<file path="src/sv/lzw_pkg.sv">
// Package for the LZW fixed-width compressor.
// Shared types and constants; no dependencies.
package lzw_pkg;
	localparam int HashBits = 17;
	localparam int KeyBits = 24;
	localparam logic [31:0] HashMult = 32'd2654435761;

	typedef struct packed {
		logic start;
		logic ld_hash;
		logic probe_rd;
		logic ins_wr;
		logic clr_wr;
		logic hit_upd;
		logic miss_upd;
		logic emit_prefix;
		logic emit_last;
		logic emit_pad;
		logic stream_rst;
	} cmd_t;

	typedef struct packed {
		logic slot_empty;
		logic key_match;
		logic can_add;
		logic have_prefix;
		logic last;
		logic pack_busy;
		logic pad_needed;
		logic clr_done;
	} sts_t;

	function automatic logic [HashBits-1:0] slot_of(input logic [KeyBits-1:0] key);
		logic [31:0] p;
		p = {8'd0, key} * HashMult;
		return p[31 -: HashBits];
	endfunction
endpackage

</file>
<file path="src/sv/lzw_ctrl.sv">
// Controller state machine for the LZW compressor.
// Depends on lzw_pkg.
module lzw_ctrl (
	input logic clk,
	input logic arst_n,
	input logic in_valid,
	output logic in_ready,
	input lzw_pkg::sts_t sts,
	output lzw_pkg::cmd_t cmd
);
	typedef enum logic [9:0] {
		S_CLR = 10'b0000000001,
		S_IDLE = 10'b0000000010,
		S_HASH = 10'b0000000100,
		S_RD = 10'b0000001000,
		S_DRD = 10'b0000010000,
		S_CMP = 10'b0000100000,
		S_INS = 10'b0001000000,
		S_LAST = 10'b0010000000,
		S_PAD = 10'b0100000000,
		S_DRN = 10'b1000000000
	} state_t;
	state_t state_q, state_d;

	always_comb begin
		state_d = state_q;
		cmd = '0;
		in_ready = 1'b0;
		case (state_q)
			S_CLR: begin
				cmd.clr_wr = 1'b1;
				if (sts.clr_done) state_d = S_IDLE;
			end
			S_IDLE: begin
				in_ready = !sts.pack_busy;
				if (in_valid && !sts.pack_busy) begin
					cmd.start = 1'b1;
					state_d = S_HASH;
				end
			end
			S_HASH: begin
				if (!sts.have_prefix) begin
					cmd.hit_upd = 1'b1;
					state_d = sts.last ? S_LAST : S_IDLE;
				end else begin
					cmd.ld_hash = 1'b1;
					state_d = S_RD;
				end
			end
			S_RD: begin
				state_d = S_DRD;
			end
			S_DRD: begin
				state_d = S_CMP;
			end
			S_CMP: begin
				if (sts.slot_empty) begin
					cmd.emit_prefix = 1'b1;
					state_d = S_INS;
				end else if (sts.key_match) begin
					cmd.hit_upd = 1'b1;
					state_d = sts.last ? S_LAST : S_IDLE;
				end else begin
					cmd.probe_rd = 1'b1;
					state_d = S_RD;
				end
			end
			S_INS: begin
				if (!sts.pack_busy) begin
					cmd.ins_wr = sts.can_add;
					cmd.miss_upd = 1'b1;
					state_d = sts.last ? S_LAST : S_IDLE;
				end
			end
			S_LAST: begin
				if (!sts.pack_busy) begin
					cmd.emit_prefix = 1'b1;
					cmd.emit_last = 1'b1;
					state_d = S_PAD;
				end
			end
			S_PAD: begin
				if (!sts.pack_busy) begin
					if (sts.pad_needed) cmd.emit_pad = 1'b1;
					state_d = S_DRN;
				end
			end
			S_DRN: begin
				if (!sts.pack_busy) begin
					cmd.stream_rst = 1'b1;
					state_d = S_CLR;
				end
			end
			default: state_d = S_CLR;
		endcase
	end

	always_ff @(posedge clk or negedge arst_n) begin
		if (!arst_n) state_q <= S_CLR;
		else state_q <= state_d;
	end
endmodule

</file>
<file path="config.mk">
export PLATFORM = sky130hd
export DESIGN_NAME = lzw_ctrl
export DESIGN_NICKNAME = d
export VERILOG_FILES = /design/src/sv/lzw_pkg.sv /design/src/sv/lzw_ctrl.sv
export SDC_FILE = /design/constraint.sdc
export NUM_CORES = 1
export LEC_CHECK = 0
export BUFFER_PORTS_ARGS = -buffer_cell sky130_fd_sc_hd__buf_2
export CAP_MARGIN = 30
export CORE_MARGIN = 8
export CORE_UTILIZATION = 45
export DETAILED_ROUTE_END_ITERATION = 8
export HOLD_SLACK_MARGIN = 0.15
export PLACE_DENSITY_LB_ADDON = 0.3
export SLEW_MARGIN = 30
export SYNTH_ARGS = -nofsm -noshare
export SYNTH_HDL_FRONTEND = slang
export SYNTH_SLANG_ARGS = --single-unit
</file>
<file path="constraint.sdc">
create_clock -name clk -period 1.4 [get_ports clk]
set_input_delay 0.07 -clock clk [delete_from_list [all_inputs] [get_ports clk]]
set_output_delay 0.07 -clock clk [all_outputs]
set_load 0.1 [all_outputs]
</file>
==> impl_results.md, run 1 <==
- Seq cells post-synth: 10
- Chip Width: 57.4 um
- Rows: 15
- H-tree levels: 1
- Detailed Place HPWL: 1950 um
- Routability cong.: 0.849
- Number of enable flip-flop cells after synthesis: 0
- Seq/Total Area, Yosys: 0.326
- Port bufs: 22
- Die height: 57.4 um
- Yosys cell types: 38
- Gate Count Post-Synth: 84
- Placed cell count: 144
- Top post-synthesis cells by area: dfrtp_1 (29%), o21ai_0 (5.8%), nor4_4 (5.5%)
- CTS Buf Count: 3
- Syn Area/Cell: 9.19 um2
- Worst endpoint, post-GRT repair: cmd[3]
- Clk buf depth: 2
- Status: did not finish
- I/O pin total: 23
- Largest net degree at the start of global routing: 11
- Synth warn: 0
- Worst EP kind: top-level output
- Synth Flop Type: dfrtp_1
- Post-Place Setup Slack: -321 ps
- Synth Cell Area: 772 um2
- Initial core utilization: 0.462
- Stopped at: global routing
- Net Count, Synth: 95
- First Error: [ERROR DPL-0038] Utilization greater than 100%, impossible to legalize
- Leading area contributor after synthesis: dfrtp_1
- Root Driver: clkbuf_4
- Synth async-reset ratio: 1.00
- Yosys top cell area share: 0.292
- Clock sinks: 10
==> synthesized netlist by cell type (2+ instances only) <==
cell type	instances
o21bai_1	2
nor2_1	9
nand2_1	6
nand4_1	3
nor2b_1	3
nor3b_1	2
a211oi_1	2
nand2b_1	2
nor4_4	2
dfrtp_1	9
and3_1	2
xor2_1	3
nand3_1	4
o21ai_0	9
and2_1	2
nor3_1	2
==> kinds of logic after synthesis <==
group,share of synthesized area
simple gates,0.425
compound gates,0.186
flops,0.326
xor+xnor,0.0340
buf+inv,0.0292
==> metrics by stage <==
stage                      util  hold WS [ps]  area, um2
after CTS                 0.868           181       1450
after detailed placement  0.778         -60.3       1300
after floorplan               -          -226        833
after global placement    0.778         -61.2       1300
==> what timing repair did <==
item                       CTS
hold endpoints to repair    13
hold buffers                 3
setup endpoints to repair   21
pin swaps                    5
buffers inserted             5
resized for setup           11
==> run 2: changes to the inputs <==
--- a/config.mk
+++ b/config.mk
@@ -7,11 +7,10 @@
 export LEC_CHECK = 0
 export BUFFER_PORTS_ARGS = -buffer_cell sky130_fd_sc_hd__buf_2
 export CAP_MARGIN = 30
-export CORE_MARGIN = 8
-export CORE_UTILIZATION = 45
+export CORE_AREA = 8 8 69 71
 export DETAILED_ROUTE_END_ITERATION = 8
-export HOLD_SLACK_MARGIN = 0.15
-export PLACE_DENSITY_LB_ADDON = 0.3
+export DIE_AREA = 0 0 77 79
+export PLACE_DENSITY_LB_ADDON = 0.15
 export SLEW_MARGIN = 30
 export SYNTH_ARGS = -nofsm -noshare
 export SYNTH_HDL_FRONTEND = slang
==> constraint.sdc (replaced) <==
create_clock -name clk -period 1.8 [get_ports clk]
set_input_delay 0.09 -clock clk [delete_from_list [all_inputs] [get_ports clk]]
set_output_delay 0.09 -clock clk [all_outputs]
set_load 0.1 [all_outputs]
==> impl_results.md, run 2 <==
- Initial core utilization: 0.203 (-0.259)
- Number of enable flip-flop cells after synthesis: 0 (unchanged)
- Yosys top cell area share: 0.292 (unchanged)
- Most common cell after layout, fill and taps aside: buf_4
- Worst slew pin tran: 425 ps
- Routability cong.: 0.787 (-7.3%)
- Max FFs per register: 10
- Largest net degree at the start of global routing: 11
- Overall Power: 1.33 mW
- Max-slew headroom: 0.713
- Die area: 6080 um2
- Leading area contributor after synthesis: dfrtp_1
- Grt total ovfl: 0
- Worst-path cell chain: nor4_4 > nand2_2 > nor2_4 > and2_4 > o21bai_2 > buf_12
- Share of cells above drive strength 1: 0.576
- H-tree levels: 1 (unchanged)
- First-pass GRT wire length: 4020 um
- Clock-pin transition on the worst setup and hold timing paths: 50 ps
- Critical path's slowest cell: dfrtp_2
- Setup crit end kind: output port
- Top reg by flops: state_q
- Status: finished with violations
- Clock sinks: 10 (unchanged)
- Worst path required time: 1710 ps
- Antenna viol nets, final: 0
- Placement Cell Area: 1230 um2 (-4.9%)
- Hold path depth: 3
- Vias in the first global route: 841
- Vias: 809
- Clk_skew: 7.01 ps
- PwrDens: 968 nW/um2
- Detailed Place HPWL: 1880 um (-3.8%)
- Min-Delay Path Class: in -> reg
- Nets: 137
- CTS tree: done
- Hold Path End: state_q[7]
- Synth Flop Type: dfrtp_1
- Net Count, Synth: 95 (unchanged)
- Final Worst Setup Slack: -46.3 ps
- I/O pin total: 23 (unchanged)
- Ant. Diodes: 0
- Rows: 23 (+8)
- Worst R2R Start: state_q[4]
- Via density: 4.62
- Leakage: 0.589 nW
- Core ar.: 3800 um2
- Worst reg2reg endpoint: state_q[0]
- Clk buf depth: 2 (unchanged)
- GRT Util Overall: 0.0825
- Synth Cell Area: 772 um2 (unchanged)
- Post-synth top cells: dfrtp_1 (9), nor2_1 (9), o21ai_0 (9)
- Failing checks: negative setup slack
- Critical Path Source Type: flip-flop
- FF-to-FF path depth: 7
- Yosys cell types: 38 (unchanged)
- Crit share post-route: 1.03
- Seq/Total Area, Yosys: 0.326 (unchanged)
- Min-delay src: sts[3]
- Number of cells on the critical path: 6
- Seq cells post-synth: 10 (unchanged)
- Clock latency at the later pin of the worst-skew pair: 230 ps
- CTS Buf Count: 3 (unchanged)
- Peak VDD IR: 392 uV
- Crit Path Category: reg -> out
- Synth async-reset ratio: 1.00 (unchanged)
- Antenna violations before repair: 0
- Final setup viols: 4
- Final min period: 1850 ps
- DR pass1 iterations: 4
- Synth warn: 0 (unchanged)
- Fin cells: 175
- WL/cell: 13.7 um
- Post-Place Setup Slack: 38.5 ps (+360 ps)
- Crit path arrival time: 1760 ps
- Crit-path max FO: 5
- Chip Width: 77 um (+34%)
- Gate Count Post-Synth: 84 (unchanged)
- Placed cell count: 164 (+14%)
- Area Overhead vs Synth: 78.0%
- RSZ-0062 raised after global routing: yes
- CP top delay family: simple AND/OR/NAND/NOR gates
- DRT iter0 DRCs: 44
- Top post-synthesis cells by area: dfrtp_1 (29%), o21ai_0 (5.8%), nor4_4 (5.5%)
- Reg-to-reg setup timing slack: 10 ps
- Root Driver: clkbuf_8
- Max incr delay on CP: 430 ps
- Final Instance Area: 1370 um2
- Max frequency: 542 MHz
- Max-cap violations: 0
- Largest registers: state_q x10
- DRC: 0
- Endpoints failing hold: 0
- Die height: 79 um (+38%)
- Most frequent cells in the layout: buf_4 (15), buf_12 (12), buf_2 (10)
- Port bufs: 22 (unchanged)
- Syn Area/Cell: 9.19 um2 (unchanged)
- Buf/Inv on CP: 1
- Hold Worst Slack: 162 ps
- Final WL: 2400 um
- Max Slew Vio Count: 0
## run 2: cell counts after synthesis
Identical to the previous run, type by type.
## run 2: how the worst max path moves through the flow
stage	start	end
after global routing	state_q[4]	cmd[3]
after detailed placement	state_q[7]	state_q[0]
after floorplan	state_q[5]	state_q[0]
final	state_q[4]	cmd[3]
after CTS	state_q[4]	cmd[3]
after global placement	state_q[4]	cmd[3]
## run 2: area by class of cell
cell class              count  area (um2)
repair buffers             39         424
flip-flops and latches     10         258
well taps                  50        62.6
inverters                   1        3.75
multi-input cells          71         581
clock buffers               4        45.0
fillers                   397        2420
## run 2: cell families (layout without fill, tap and decap cells)
family / after synthesis / count (layout) / share of synthesized area
AO/OA/AOI/OAI: 20 / 20 / 0.186
XOR/XNOR: 3 / 3 / 0.0340
buffers and inverters: 3 / 44 / 0.0292
flip-flops: 10 / 10 / 0.326
AND/OR/NAND/NOR: 48 / 48 / 0.425
## run 2: where the power goes
part	switching [mW]	internal, mW	total (mW)
Sequential	0.0270	0.262	0.289
Combinational	0.471	0.332	0.803
Clock	0.0825	0.155	0.237
Total	0.581	0.748	1.33
## run 2: repair_timing
action,CTS,global route
hold buffers,1,0
pin swaps,6,3
resized for setup,10,2
buffers inserted,6,0
hold endpoints to repair,10,0
endpoints found under the setup margin,11,17
## run 2: worst register-to-register path: cells and delay by family, from the launching register on
family                 cells  cell delay [ps]
flip-flops                 1              430
AND/OR/NAND/NOR            2              380
buffers and inverters      2              350
AO/OA/AOI/OAI              3              550
## run 2: metrics by stage
step            util  TNS, ps
6_report       0.362    -94.5
4_1_cts        0.361     -127
5_1_grt        0.362    -1430
3_5_place_dp   0.325        0
2_1_floorplan      -    -2470
3_3_place_gp   0.325        0
## run 2: metal layers
metal,vias to the layer above,global-route usage,part of all wire
met5,-,0,0
met4,0,0.0396,0.015
met3,4,0.0248,0.064
met2,30,0.130,0.44
met1,380,0.101,0.48
li1,395,-,-
No activity file was read; power rests on OpenSTA's default activity.
==> run 3: changes to the inputs <==
--- a/config.mk
+++ b/config.mk
@@ -5,6 +5,7 @@
 export SDC_FILE = /design/constraint.sdc
 export NUM_CORES = 1
 export LEC_CHECK = 0
+export ABC_AREA = 1
 export BUFFER_PORTS_ARGS = -buffer_cell sky130_fd_sc_hd__buf_2
 export CAP_MARGIN = 30
 export CORE_AREA = 8 8 69 71
==> impl_results.md, run 3 <==
- Status: completed
- Max incr delay on CP: 420 ps (about the same)
- Ant. Diodes: 0 (unchanged)
- I/O pin total: 23 (unchanged)
- First-pass GRT wire length: 4600 um (+14%)
- Gate Count Post-Synth: 134 (+60%)
- Seq/Total Area, Yosys: 0.269 (-0.0563)
- Area Overhead vs Synth: 62.3%
- CTS tree: done
- Endpoints failing hold: 0 (unchanged)
- Detailed Place HPWL: 2210 um (+18%)
- Setup TNS Final: 0 ps (+94.5 ps)
- Crit-path max FO: 3 (-2)
- Synth Flop Type: dfrtp_1
- Via density: 4.36 (-5.6%)
- Max-slew headroom: 0.783 (+0.0707)
- Min-delay src: sts[0]
- Worst path required time: 1710 ps (about the same)
- Number of enable flip-flop cells after synthesis: 0 (unchanged)
- Share of cells above drive strength 1: 0.479 (-0.0970)
- Grt total ovfl: 0 (unchanged)
- Final setup viols: 0 (-4)
- Seq cells post-synth: 10 (unchanged)
- Synth async-reset ratio: 1.00 (unchanged)
- DR WL met2: 1380 um (+32%)
- Setup crit end kind: output port
- Initial core utilization: 0.246 (+0.0425)
- Number of fill cells: 398 (+0.25%)
- Most frequent cells in the layout: nand2_1 (23), inv_1 (19), nor2_4 (13)
- Rows: 23 (unchanged)
- Buf/Inv on CP: 1 (unchanged)
- CTS Buf Count: 3 (unchanged)
- H-tree levels: 1 (unchanged)
- Peak VDD IR: 377 uV (-3.7%)
- Worst Setup SP: state_q[3]
- Core ar.: 3800 um2 (unchanged)
- Die height: 79 um (unchanged)
- Leading area contributor after synthesis: dfrtp_1
- Min-Delay Path Class: in -> reg
- Crit Path Category: reg -> out
- Critical Path Sink: cmd[7]
- Xor and xnor area share after synthesis: 0 (-0.0340)
- GRT Util Overall: 0.0935 (+0.0110)
- Post-layout util: 0.399 (+0.0372)
- DR pass1 iterations: 4 (unchanged)
- Post-Place Setup Slack: 190 ps (+152 ps)
- Antenna viol nets, final: 0 (unchanged)
- Number of cells on the critical path: 6 (unchanged)
- Critical Path Source Type: flip-flop
- Top reg by flops: state_q
- Clock sinks: 10 (unchanged)
- Critical Path Most Common Cell: nor2_4
- Clk buf depth: 2 (unchanged)
- Top-count cell post-synth: nand2_1
- Final WL: 2670 um (+11%)
- Antenna violations before repair: 0 (unchanged)
- Net Count, Synth: 145 (+53%)
- Yosys cell types: 23 (-39%)
- Most common cell after layout, fill and taps aside: nand2_1
- Syn Area/Cell: 6.97 um2 (-24%)
- Synth warn: 0 (unchanged)
- Critical path's slowest cell: dfrtp_1
- Synth Cell Area: 933 um2 (+21%)
- Yosys top cell area share: 0.241 (-0.0504)
- Final Worst Setup Slack: 70.3 ps (+117 ps)
- Final min period: 1730 ps (-117 ps)
- Clock-pin transition on the worst setup and hold timing paths: 50 ps (about the same)
- Vias: 947 (+17%)
- Top post-synthesis cells by area: dfrtp_1 (24%), nand2_1 (11%), nor2_4 (8.4%)
- M1 wire length: 1140 um (-2.3%)
- DRT iter0 DRCs: 33 (-25%)
- Crit path arrival time: 1640 ps (-120 ps)
- CP top delay family: simple AND/OR/NAND/NOR gates
- Worst-path cell chain: nor2_4 > nand2_2 > nor2_4 > nand3_4 > nor3b_4 > buf_12
- FF-to-FF path depth: 10 (+3)
- Vias in the first global route: 920 (+9.4%)
- Main combinational cell family by area after synthesis: simple AND/OR/NAND/NOR gates
- Root Driver: clkbuf_8
- Simple-gate share of the synthesized area: 0.599 (+0.175)
- Port bufs: 22 (unchanged)
- Clock latency at the later pin of the worst-skew pair: 240 ps (about the same)
- Max FFs per register: 10 (unchanged)
- Chip Width: 77 um (unchanged)
- Max frequency: 578 MHz (+6.7%)
- WL met3: 135 um (-12%)
- Worst R2R Start: state_q[9]
- Clk_skew: 3.25 ps (-3.76 ps)
- Adder-cell share of the synthesized area: 0 (unchanged)
- Worst slew pin tran: 324 ps (-101 ps)
- Max-cap violations: 0 (unchanged)
- WL/cell: 12.3 um (-10%)
- Largest registers: state_q x10
- Compound-gate portion of the synthesized area: 0.0268 (-0.160)
- Mux share of post-synthesis cell area: 0 (unchanged)
- Post-synth top cells: nand2_1 (27), inv_1 (20), nor2_1 (19)
- Crit share post-route: 0.961 (-0.0647)
- Reg-to-reg setup timing slack: 230 ps (+220 ps)
- Highest metal used: met4
- Worst reg2reg endpoint: state_q[7]
- Routability cong.: 0.787 (about the same)
- Leakage: 0.773 nW (+31%)
- Max Slew Vio Count: 0 (unchanged)
- Nets: 179 (+31%)
- DRC: 0 (unchanged)
- Die area: 6080 um2 (unchanged)
- Largest net degree at the start of global routing: 11 (unchanged)
- PwrDens: 1030 nW/um2 (+6.8%)
run 3: how the worst min path moves through the flow:
stage,depth (start not counted),end
after floorplan,0,state_q[1]
after global placement,1,state_q[3]
after detailed placement,1,state_q[3]
after CTS,4,state_q[0]
after global routing,4,state_q[0]
final,4,state_q[0]
run 3: layout make-up:
class	instances	area (um2)	share of cell area
clock buffer	4	45.0	0.0297
inverter	24	92.6	0.0611
multi-input combinational	99	709	0.468
sequential	10	253	0.167
tap	50	62.6	0.0413
timing repair buffer	30	353	0.233
run 3: per-layer routing:
| layer | GRT usage | vias up |
|---|---|---|
| met3 | 0.0361 | 2 |
| li1 | - | 489 |
| met4 | 0.0226 | 0 |
| met5 | 0 | - |
| met1 | 0.104 | 440 |
| met2 | 0.165 | 16 |
run 3: kinds of logic (layout without fill, tap and decap cells):
logic type      count (synthesis)  count (layout)
simple gates                   94              94
buf+inv                        25              58
flops                          10              10
compound gates                  5               5
run 3: stage by stage:
stage / hold slack, ps / power, mW / area (um2) / std cells
after global placement: -20.6 / 1.23 / 1370 / 206
after detailed placement: -14.0 / 1.23 / 1370 / 206
after global routing: 205 / 1.68 / 1520 / 217
after floorplan: -206 / 0.990 / 1020 / 134
after CTS: 182 / 1.50 / 1430 / 211
final: 177 / 1.57 / 1520 / 217
run 3: timing repair:
| item | CTS | global route |
|---|---|---|
| buffers inserted | 0 | 6 |
| setup endpoints to repair | 1 | 3 |
| pin swaps | 0 | 7 |
| cloned | 0 | 0 |
| gates resized for setup | 1 | 8 |
| hold buffers | 1 | 0 |
| endpoints found under the hold margin | 10 | 0 |
run 3: worst min-delay path: stages:
cell and delay (ps):
buf_2 70, inv_1 30, nand4_1 130, o21ai_1 80
run 3: where the power goes:
part	leakage [nW]	total (mW)	switching, mW	internal [mW]
registers	0.133	0.307	0.0391	0.268
clock network	0.0228	0.250	0.0943	0.156
logic	0.618	1.01	0.653	0.356
total	0.773	1.57	0.786	0.779
==> run 4: changes to the inputs <==
--- a/config.mk
+++ b/config.mk
@@ -8,9 +8,10 @@
 export ABC_AREA = 1
 export BUFFER_PORTS_ARGS = -buffer_cell sky130_fd_sc_hd__buf_2
 export CAP_MARGIN = 30
-export CORE_AREA = 8 8 69 71
+export CORE_AREA = 2 2 63 65
 export DETAILED_ROUTE_END_ITERATION = 8
-export DIE_AREA = 0 0 77 79
+export DIE_AREA = 0 0 65 67
+export GPL_TIMING_DRIVEN = 0
 export PLACE_DENSITY_LB_ADDON = 0.15
 export SLEW_MARGIN = 30
 export SYNTH_ARGS = -nofsm -noshare
==> impl_results.md, run 4 (synthesis gave the netlist of run 3 again) <==
- Status: completed
- I/O pin total: 23 (unchanged)
- Rows: 22 (-4.3%)
- Vias in the first global route: 874 (-5.0%)
- H-tree levels: 1 (unchanged)
- Number of fill cells: 389 (-2.3%)
- Final min period: 1750 ps (+19.6 ps)
- Die area: 4360 um2 (-28%)
- GRT Util Overall: 0.125 (+0.0315)
- Post-Place Setup Slack: -62.7 ps (-253 ps)
- Routability cong.: 0.801 (+1.8%)
- Max frequency: 572 MHz (-1.1%)
- Largest registers: state_q x10
- Max-cap violations: 0 (unchanged)
- Crit Path Category: reg -> out
- Largest net degree at the start of global routing: 11 (unchanged)
- Chip Width: 65 um (-16%)
- Antenna viol nets, final: 0 (unchanged)
- Core ar.: 3610 um2 (-5.1%)
- Clk_skew: 3.79 ps (+0.550 ps)
- Detailed Place HPWL: 2070 um (-6.6%)
- Crit share post-route: 0.972 (+0.0109)
- Port bufs: 21 (-4.5%)
- Final Worst Setup Slack: 50.7 ps (-19.6 ps)
- First-pass GRT wire length: 3960 um (-14%)
- Endpoints failing hold: 0 (unchanged)
- Fin cells: 210 (-3.2%)
- Setup crit end kind: output port
- DRC: 0 (unchanged)
- Final WL: 2470 um (-7.4%)
- Top reg by flops: state_q
- Die height: 67 um (-15%)
- Overall Power: 1.44 mW (-7.7%)
- Max Slew Vio Count: 0 (unchanged)
- Clk buf depth: 2 (unchanged)
- Share of cells above drive strength 1: 0.469 (-0.00991)
- Most common cell after layout, fill and taps aside: nand2_1
- Antenna violations before repair: 0 (unchanged)
- Grt total ovfl: 0 (unchanged)
- CTS tree: done
- Clock sinks: 10 (unchanged)
- DR pass1 iterations: 4 (unchanged)
- Nets: 174 (-2.8%)
- Placed cell count: 203 (-1.5%)
- Ant. Diodes: 0 (unchanged)
- Vias: 931 (-1.7%)
- Most frequent cells in the layout: nand2_1 (23), inv_1 (19), nor2_4 (12), nor2_1 (12)
- RSZ-0062 raised after global routing: yes
- Root Driver: clkbuf_8
- Max-slew headroom: 0.792 (+0.00815)
- Clock latency at the later pin of the worst-skew pair: 240 ps (about the same)
- Final setup viols: 0 (unchanged)
- Max FFs per register: 10 (unchanged)
- Via density: 4.43 (+1.6%)
- Crit-path max FO: 3 (unchanged)
- Min-Delay Path Class: in -> reg
- CTS Buf Count: 3 (unchanged)
- Leakage: 0.716 nW (-7.5%)
- PwrDens: 1050 nW/um2 (+2.0%)
- Critical Path Source Type: flip-flop
- Worst path required time: 1710 ps (about the same)
- Crit path arrival time: 1660 ps (+20 ps)
- Initial core utilization: 0.259 (+0.0131)
- WL/cell: 11.8 um (-4.3%)
- DRT iter0 DRCs: 30 (-9.1%)
- Clock-pin transition on the worst setup and hold timing paths: 50 ps (about the same)
- Worst slew pin tran: 311 ps (-12.2 ps)
- Area Overhead vs Synth: 46.8%
- Peak VDD IR: 431 uV (+14%)
==> run 4: power breakdown <==
group,internal (mW),switching (mW),total [mW]
clock,0.156,0.0941,0.250
sequential,0.268,0.0384,0.306
combinational,0.262,0.627,0.888
total,0.685,0.759,1.44
==> run 4: critical path, stage by stage (launching register included) <==
cell and delay (ps):
dfrtp_1 410, nor2_4 190, nand2_2 90, nor2_4 150, nand3_4 120, nor3b_4 250
buf_12 200
==> run 4: layout make-up <==
| type | count | area (um2) | area share |
|---|---|---|---|
| multi-input combinational | 99 | 704 | 0.514 |
| clock buffer | 4 | 45.0 | 0.0329 |
| sequential | 10 | 253 | 0.184 |
| tap | 48 | 60.1 | 0.0438 |
| buffer | 1 | 5.00 | 0.00365 |
| inverter | 24 | 92.6 | 0.0676 |
| timing repair buffer | 24 | 210 | 0.153 |
==> run 4: what timing repair did <==
item                       in CTS  in global routing
hold buffers                    1                  0
gates cloned                    0                  0
setup endpoints to repair       9                 11
setup buffers                   0                  2
resized for setup              18                 15
pin swaps                       0                  4
hold endpoints to repair       10                  0
==> run 4: final timing paths <==
path	startpoint	slack (ps)	depth (start not counted)	to
max in group asynchronous	arst_n	1280	2	state_q[0]
worst min-delay path	sts[0]	180	4	state_q[0]
worst min register to register	state_q[7]	590	2	state_q[7]
min in group asynchronous	arst_n	250	2	state_q[5]
worst max-delay path	state_q[3]	50	6	cmd[7]
worst max register to register	state_q[3]	240	10	state_q[7]
==> run 4: routing by layer <==
| metal | vias to the layer above | wire, um | GRT usage |
|---|---|---|---|
| met5 | - | 0 | 0 |
| met4 | 0 | 85 | 0.0824 |
| met3 | 6 | 103 | 0.0253 |
| met2 | 24 | 1210 | 0.214 |
| met1 | 423 | 1070 | 0.140 |
| li1 | 478 | - | - |
==> run 4: per-stage QoR <==
stage                     utilization  instance area [um2]  TNS [ps]  hold slack [ps]
final                           0.380                 1370         0              178
after global routing            0.380                 1370     -76.2              221
after CTS                       0.361                 1300     -1.95              182
after detailed placement        0.328                 1180     -62.7            -27.9
after global placement          0.328                 1180     -52.8            -20.2
after floorplan                     -                 1020      -268             -206
